`src/rtl/core/skt_pkg.sv`:
```
// Shared types and constants for the sorted key table.
// Used by skt_cell and sorted_key_table_core. No dependencies.
package skt_pkg;

    localparam int CMD_W    = 2;
    localparam int STATUS_W = 3;
    localparam int SLOT_W   = 6;
    localparam int CNT_W    = 7;

    localparam logic [CNT_W-1:0] CAP_RESET = 7'd64;

    typedef enum logic [CMD_W-1:0] {
        CMD_INSERT = 2'd0,
        CMD_REMOVE = 2'd1,
        CMD_LOOKUP = 2'd2,
        CMD_CLEAR  = 2'd3
    } t_cmd;

    typedef enum logic [STATUS_W-1:0] {
        ST_OK   = 3'd0,
        ST_FULL = 3'd1,
        ST_ZERO = 3'd2,
        ST_DUP  = 3'd3,
        ST_MISS = 3'd4
    } t_status;

    typedef struct packed {
        logic cmp_en;
        logic ins_en;
        logic rem_en;
    } t_cell_ctrl;

    typedef struct packed {
        logic [CNT_W-1:0]  count;
        logic [SLOT_W-1:0] slot;
        t_status           status;
    } t_result;

endpackage

```
`src/rtl/core/skt_cell.sv`:
```
// One entry of the sorted key table: holds a key, compares it to the
// broadcast key and shifts to or from its neighbors. Depends on skt_pkg.
module skt_cell
    import skt_pkg::*;
#(
    parameter int IDX      = 0,
    parameter int KEY_BITS = 16
) (
    input  logic                i_clk,
    input  t_cell_ctrl          i_ctrl,
    input  logic [CNT_W-1:0]    i_count,
    input  logic [KEY_BITS-1:0] i_key,
    input  logic [KEY_BITS-1:0] i_prev_key,
    input  logic                i_prev_lt,
    input  logic [KEY_BITS-1:0] i_next_key,
    output logic [KEY_BITS-1:0] o_key,
    output logic                o_lt,
    output logic                o_eq,
    output logic                o_bnd
);

    logic [KEY_BITS-1:0] r_key;
    logic                r_lt;
    logic                r_eq;
    logic                w_live;

    assign w_live = (32'(i_count) > IDX);

    always_ff @(posedge i_clk) begin
        if (i_ctrl.cmp_en) begin
            r_lt <= w_live && (r_key < i_key);
            r_eq <= w_live && (r_key == i_key);
        end
        if (i_ctrl.ins_en && !r_lt) begin
            r_key <= (o_bnd) ? i_key : i_prev_key;
        end else if (i_ctrl.rem_en && !r_lt) begin
            r_key <= i_next_key;
        end
    end

    assign o_key = r_key;
    assign o_lt  = r_lt;
    assign o_eq  = r_eq;
    assign o_bnd = !r_lt && i_prev_lt;

endmodule

```
`src/rtl/core/sorted_key_table_core.sv`:
```
// Top level of the sorted key table: command sequencer, result register
// and a chain of skt_cell entries. Depends on skt_pkg and skt_cell.
//
//   Channel   Direction  Contents (lowest bit first)
//   s_axis    in         cmd[1:0], key[KEY_BITS-1:0], zero pad to bytes
//   m_axis    out        status[2:0], slot[5:0], count[6:0]
//   cfg       in         capacity[6:0], written when i_cfg_we is high
//
// A transaction steps through accept, compare in every cell, decide from
// the reduced compare flags, then shift the cell chain.
// The result is registered and waits for the sink while the next command
// is accepted; the decide step holds only if a previous result is unread.
// Reset clears the count, sets the capacity to 64 and empties the output.
module sorted_key_table_core
    import skt_pkg::*;
#(
    parameter int DEPTH    = 64,
    parameter int KEY_BITS = 16
) (
    input  logic                                        i_clk,
    input  logic                                        i_rst_n,
    input  logic                                        i_s_axis_tvalid,
    output logic                                        o_s_axis_tready,
    // cmd, key, zero pad
    input  logic [((CMD_W+KEY_BITS+7)/8)*8-1:0]         i_s_axis_tdata,
    output logic                                        o_m_axis_tvalid,
    input  logic                                        i_m_axis_tready,
    // status, slot, count
    output logic [STATUS_W+SLOT_W+CNT_W-1:0]            o_m_axis_tdata,
    input  logic                                        i_cfg_we,
    input  logic [CNT_W-1:0]                            i_cfg_wdata
);

    localparam int IDX_W = (DEPTH > 1) ? $clog2(DEPTH) : 1;

    typedef enum logic [1:0] {S_IDLE, S_CMP, S_DEC, S_APPLY} t_state;

    t_state              r_state;
    t_cmd                r_cmd;
    logic [KEY_BITS-1:0] r_key;
    logic [CNT_W-1:0]    r_count;
    logic [CNT_W-1:0]    r_cap;
    t_result             r_out;
    logic                r_out_valid;
    logic                r_ins;
    logic                r_rem;

    t_cell_ctrl          w_ctrl;
    logic [KEY_BITS-1:0] w_cell_key [DEPTH];
    logic [DEPTH-1:0]    w_lt;
    logic [DEPTH-1:0]    w_eq;
    logic [DEPTH-1:0]    w_bnd;
    logic [IDX_W-1:0]    w_slot_idx;
    logic [SLOT_W-1:0]   w_slot;
    logic                w_found;
    logic                w_full;
    logic                w_fire;
    t_result             w_res;
    logic                w_ins;
    logic                w_rem;

    assign w_ctrl.cmp_en = (r_state == S_CMP);
    assign w_ctrl.ins_en = (r_state == S_APPLY) && r_ins;
    assign w_ctrl.rem_en = (r_state == S_APPLY) && r_rem;

    for (genvar g = 0; g < DEPTH; g++) begin : g_cell
        skt_cell #(
            .IDX      (g),
            .KEY_BITS (KEY_BITS)
        ) u_cell (
            .i_clk      (i_clk),
            .i_ctrl     (w_ctrl),
            .i_count    (r_count),
            .i_key      (r_key),
            .i_prev_key ((g == 0) ? '0 : w_cell_key[(g == 0) ? 0 : g-1]),
            .i_prev_lt  ((g == 0) ? 1'b1 : w_lt[(g == 0) ? 0 : g-1]),
            .i_next_key ((g == DEPTH-1) ? '0 : w_cell_key[(g == DEPTH-1) ? g : g+1]),
            .o_key      (w_cell_key[g]),
            .o_lt       (w_lt[g]),
            .o_eq       (w_eq[g]),
            .o_bnd      (w_bnd[g])
        );
    end

    always_comb begin
        w_slot_idx = '0;
        for (int i = 0; i < DEPTH; i++) begin
            if (w_bnd[i]) begin
                w_slot_idx = w_slot_idx | IDX_W'(i);
            end
        end
    end

    assign w_slot  = SLOT_W'(w_slot_idx);
    assign w_found = |w_eq;
    assign w_full  = (r_count >= r_cap) || (32'(r_count) >= DEPTH);
    assign w_fire  = (r_state == S_DEC) && (!r_out_valid || i_m_axis_tready);

    always_comb begin
        w_res.status = ST_OK;
        w_res.slot   = '0;
        w_res.count  = r_count;
        w_ins        = 1'b0;
        w_rem        = 1'b0;
        case (r_cmd)
            CMD_INSERT: begin
                if (w_full) begin
                    w_res.status = ST_FULL;
                end else if (r_key == '0) begin
                    w_res.status = ST_ZERO;
                end else if (w_found) begin
                    w_res.status = ST_DUP;
                    w_res.slot   = w_slot;
                end else begin
                    w_res.slot  = w_slot;
                    w_res.count = r_count + CNT_W'(1);
                    w_ins       = 1'b1;
                end
            end
            CMD_REMOVE, CMD_LOOKUP: begin
                if (r_key == '0) begin
                    w_res.status = ST_ZERO;
                end else if (w_found) begin
                    w_res.slot = w_slot;
                    if (r_cmd == CMD_REMOVE) begin
                        w_res.count = r_count - CNT_W'(1);
                        w_rem       = 1'b1;
                    end
                end else begin
                    w_res.status = ST_MISS;
                end
            end
            CMD_CLEAR: begin
                w_res.count = '0;
            end
            default: begin
                w_res.count = r_count;
            end
        endcase
    end

    always_ff @(posedge i_clk) begin
        if (!i_rst_n) begin
            r_state     <= S_IDLE;
            r_count     <= '0;
            r_cap       <= CAP_RESET;
            r_out_valid <= 1'b0;
        end else begin
            if (i_cfg_we) begin
                r_cap <= i_cfg_wdata;
            end
            if (r_out_valid && i_m_axis_tready && !w_fire) begin
                r_out_valid <= 1'b0;
            end
            case (r_state)
                S_IDLE: begin
                    if (i_s_axis_tvalid) begin
                        r_cmd   <= t_cmd'(i_s_axis_tdata[CMD_W-1:0]);
                        r_key   <= i_s_axis_tdata[CMD_W +: KEY_BITS];
                        r_state <= S_CMP;
                    end
                end
                S_CMP: begin
                    r_state <= S_DEC;
                end
                S_DEC: begin
                    if (w_fire) begin
                        r_out       <= w_res;
                        r_out_valid <= 1'b1;
                        r_count     <= w_res.count;
                        r_ins       <= w_ins;
                        r_rem       <= w_rem;
                        r_state     <= S_APPLY;
                    end
                end
                S_APPLY: begin
                    r_state <= S_IDLE;
                end
                default: begin
                    r_state <= S_IDLE;
                end
            endcase
        end
    end

    assign o_s_axis_tready = (r_state == S_IDLE);
    assign o_m_axis_tvalid = r_out_valid;
    assign o_m_axis_tdata  = r_out;

`ifndef ASSERT_OFF
    a_count_bound: assert property (@(posedge i_clk) disable iff (!i_rst_n)
        32'(r_count) <= DEPTH)
        else $error("Live count exceeds the table depth.");

    a_bnd_onehot: assert property (@(posedge i_clk) disable iff (!i_rst_n)
        (r_state == S_DEC) |-> $onehot0(w_bnd))
        else $error("Insert position is not unique.");

    a_eq_at_bnd: assert property (@(posedge i_clk) disable iff (!i_rst_n)
        (r_state == S_DEC) |-> ((w_eq & ~w_bnd) == '0))
        else $error("Matching entry is not at the sorted position.");

    a_ins_count: assert property (@(posedge i_clk) disable iff (!i_rst_n)
        (w_fire && w_ins) |=> (r_count == $past(r_count) + CNT_W'(1)))
        else $error("Successful insert did not raise the count.");
`endif

endmodule
```
`config.mk`:
```
export PLATFORM = sky130hd
export DESIGN_NAME = sorted_key_table_core
export DESIGN_NICKNAME = d
export VERILOG_FILES = /design/src/rtl/core/skt_pkg.sv /design/src/rtl/core/skt_cell.sv /design/src/rtl/core/sorted_key_table_core.sv
export SDC_FILE = /design/constraint.sdc
export NUM_CORES = 2
export LEC_CHECK = 0
export ABC_CLOCK_PERIOD_IN_PS = 5700
export CORE_ASPECT_RATIO = 0.75
export CORE_MARGIN = 5
export CORE_UTILIZATION = 50
export CTS_CLUSTER_SIZE = 16
export DETAILED_ROUTE_END_ITERATION = 12
export DONT_BUFFER_PORTS = 1
export SYNTH_ARGS = -nofsm -noshare
export SYNTH_HDL_FRONTEND = slang
export SYNTH_HIERARCHICAL = 1
export SYNTH_SLANG_ARGS = --single-unit
export TNS_END_PERCENT = 1
```
`constraint.sdc`:
```
create_clock -name i_clk -period 5.7 [get_ports i_clk]
set_clock_uncertainty 0.1 [all_clocks]
set_input_delay 0.285 -clock i_clk [delete_from_list [all_inputs] [get_ports i_clk]]
set_output_delay 0.285 -clock i_clk [all_outputs]
set_load 0.01 [all_outputs]
```
==> impl_metrics.toml <==
[finish]
finalNonFillerCells = 11404
nets = 10005
area_growth_pct = 9.09
layout_common_cells = "edfxtp_1 (1188), nand2_1 (1163), inv_1 (1052), ha_1 (1039), mux2i_1 (1031)"
diodes = 0
drive_above_1_share_pct = 6.59
layout_commonest_cell = "edfxtp_1"

[worst_setup_path]
rr_startpoint = "g_cell[3].u_cell/o_eq"
rr_worst_depth = 6
crit_cells = 6
crit_family = "simple AND/OR/NAND/NOR gates"
path_max_fanout = 8
rrSetupSlack_ns = 1.45
crit_slowest_cell = "or4_1"
cp-endpoint = "o_m_axis_tdata[4]"
rr_endpoint = "o_m_axis_tdata[4]"
path_cells = "nor4_1 -> nand4_1 -> or4_1 -> a22oi_1 -> or3_1 -> a21oi_1"
cp-end-kind = "flop"
crit_buf_inv = 0
cpPeakStageDelay_ns = 1.03
worstSetupStartpointType = "flop"
cp.required_ns = 6.10
critPathKind = "reg2reg"
startpoint = "g_cell[3].u_cell/o_eq"
worstPathArrival_ns = 4.65

[clock_tree]
postCtsSetupBuffers = 0
cts.sinks = 1205
tritoncts = "yes"
htreeDepth = 4
cts_hold_buf = 48
path_clk_slew_ns = 0.06
cts_buffers = 138
cts_buffer_depth = 3
insertion_delay_ns = 0.79
cts_root_buf = "clkbuf_16"
cts_resized = 0

[global_routing]
grt.overflow.total = 0
grt_pass1_wl_um = 409000
grt_pass1_vias = 67763
grt_use_total_pct = 28.1
grt_max_degree = 97
antenna_found_initial = 9

[route]
via_count = 68780
final_antenna_net_count = 0
drt_first_pass_iters = 8
drc_errors = 0
routed_wirelength_um = 265000
wl_per_cell_um = 23.3
first_iter_violations = 6559
avgViaCountPerCell = 6.03

[status]
status = "finished, final reports clean"

[place]
gp_congestion = 0.879
dp.cells = 11103
io_buffers = 0
place_hpwl_um = 193000

[floorplan]
die_area_mm2 = 0.184
num_io_pins = 54
core-area_mm2 = 0.175
die_w_um = 494
rows = 133
start_util_pct = 50.2
die_y_um = 373

[logic_synthesis]
synthesis.area_mm2 = 0.0878
syn_inst = 8838
syn_avg_cell_area_um2 = 9.93
synth_warnings = 6

[sta]
finalCritPeriodShare_pct = 74.6
maxSlewHeadroom_pct = 17.1
final_max_slew_viol_count = 0
min_period_ns = 4.25
fmax_mhz = 235
hold_viol = 0
rsz0062_at_grt = "no"
worst_slew_pin_slew_ns = 1.23
setup_tns_ns = 0
setup_violations = 0

[job]
maxCapViolCount = 0

[power]
peakVddDrop_uv = 301
powerDensity_mw_per_mm2 = 332
leakage_uw = 0.0433

[hold_path]
min_path_type = "in2reg"
## metal layers
layer / GRT usage (%) / up-vias / routed length [µm]
li1: - / 32276 / -
met3: 4.46 / 408 / 20100
met1: 43.0 / 33757 / 128000
met4: 6.55 / 6 / 5930
met5: 0 / - / 36
met2: 41.7 / 2333 / 112000
## layout make-up
| class | count | area (µm²) |
|---|---|---|
| clock inverter | 76 | 653 |
| clock buffer | 177 | 3820 |
| tap | 2362 | 2960 |
| multi-input combinational | 6280 | 46000 |
| timing repair buffer | 251 | 2330 |
| fill | 15497 | 79100 |
| inverter | 1053 | 3950 |
| sequential | 1205 | 36000 |
## stage by stage
stage | cell area (µm²) | hold WS (ns) | utilization (%) | setup WS [ns] | total power [µW]
floorplan | 87900 | 0.284 | - | 1.36 | 19700
global placement | 90800 | 0.282 | 51.9 | 1.65 | 22300
detailed placement | 90800 | 0.284 | 51.9 | 1.61 | 22700
CTS | 95800 | 0.00674 | 54.8 | 1.59 | 31800
global route | 95800 | 0.0364 | 54.8 | 1.23 | 33400
finish | 95800 | 0.0489 | 54.8 | 1.45 | 31800
## state kept, by name, summed over array words and instances (netlist names)
signal	cells
g_cell.u_cell/o_key	1024
r_rem	1
r_state	2
r_cap	7
r_cmd	2
r_key	16
g_cell.u_cell/o_lt	64
g_cell.u_cell/o_eq	64
o_m_axis_tvalid	1
r_count	7
r_ins	1
o_m_axis_tdata	16
## where the power goes
part           internal [µW]  switching (µW)
clock network           5230            3870
logic                   4080            6500
registers              11000            1120
## how the worst min path moves through the flow
stage,startpoint,slack (ns),cells after the start,endpoint
after floorplan,i_s_axis_tdata[0],0.28,0,r_cmd[0]
after global placement,i_rst_n,0.28,1,r_cap[6]
after detailed placement,i_rst_n,0.28,1,r_cap[6]
after CTS,i_s_axis_tdata[3],0.007,1,r_key[1]
after global routing,i_s_axis_tdata[3],0.04,1,r_key[1]
final,i_s_axis_tdata[3],0.05,1,r_key[1]
No activity file was read; power rests on OpenSTA's default activity.
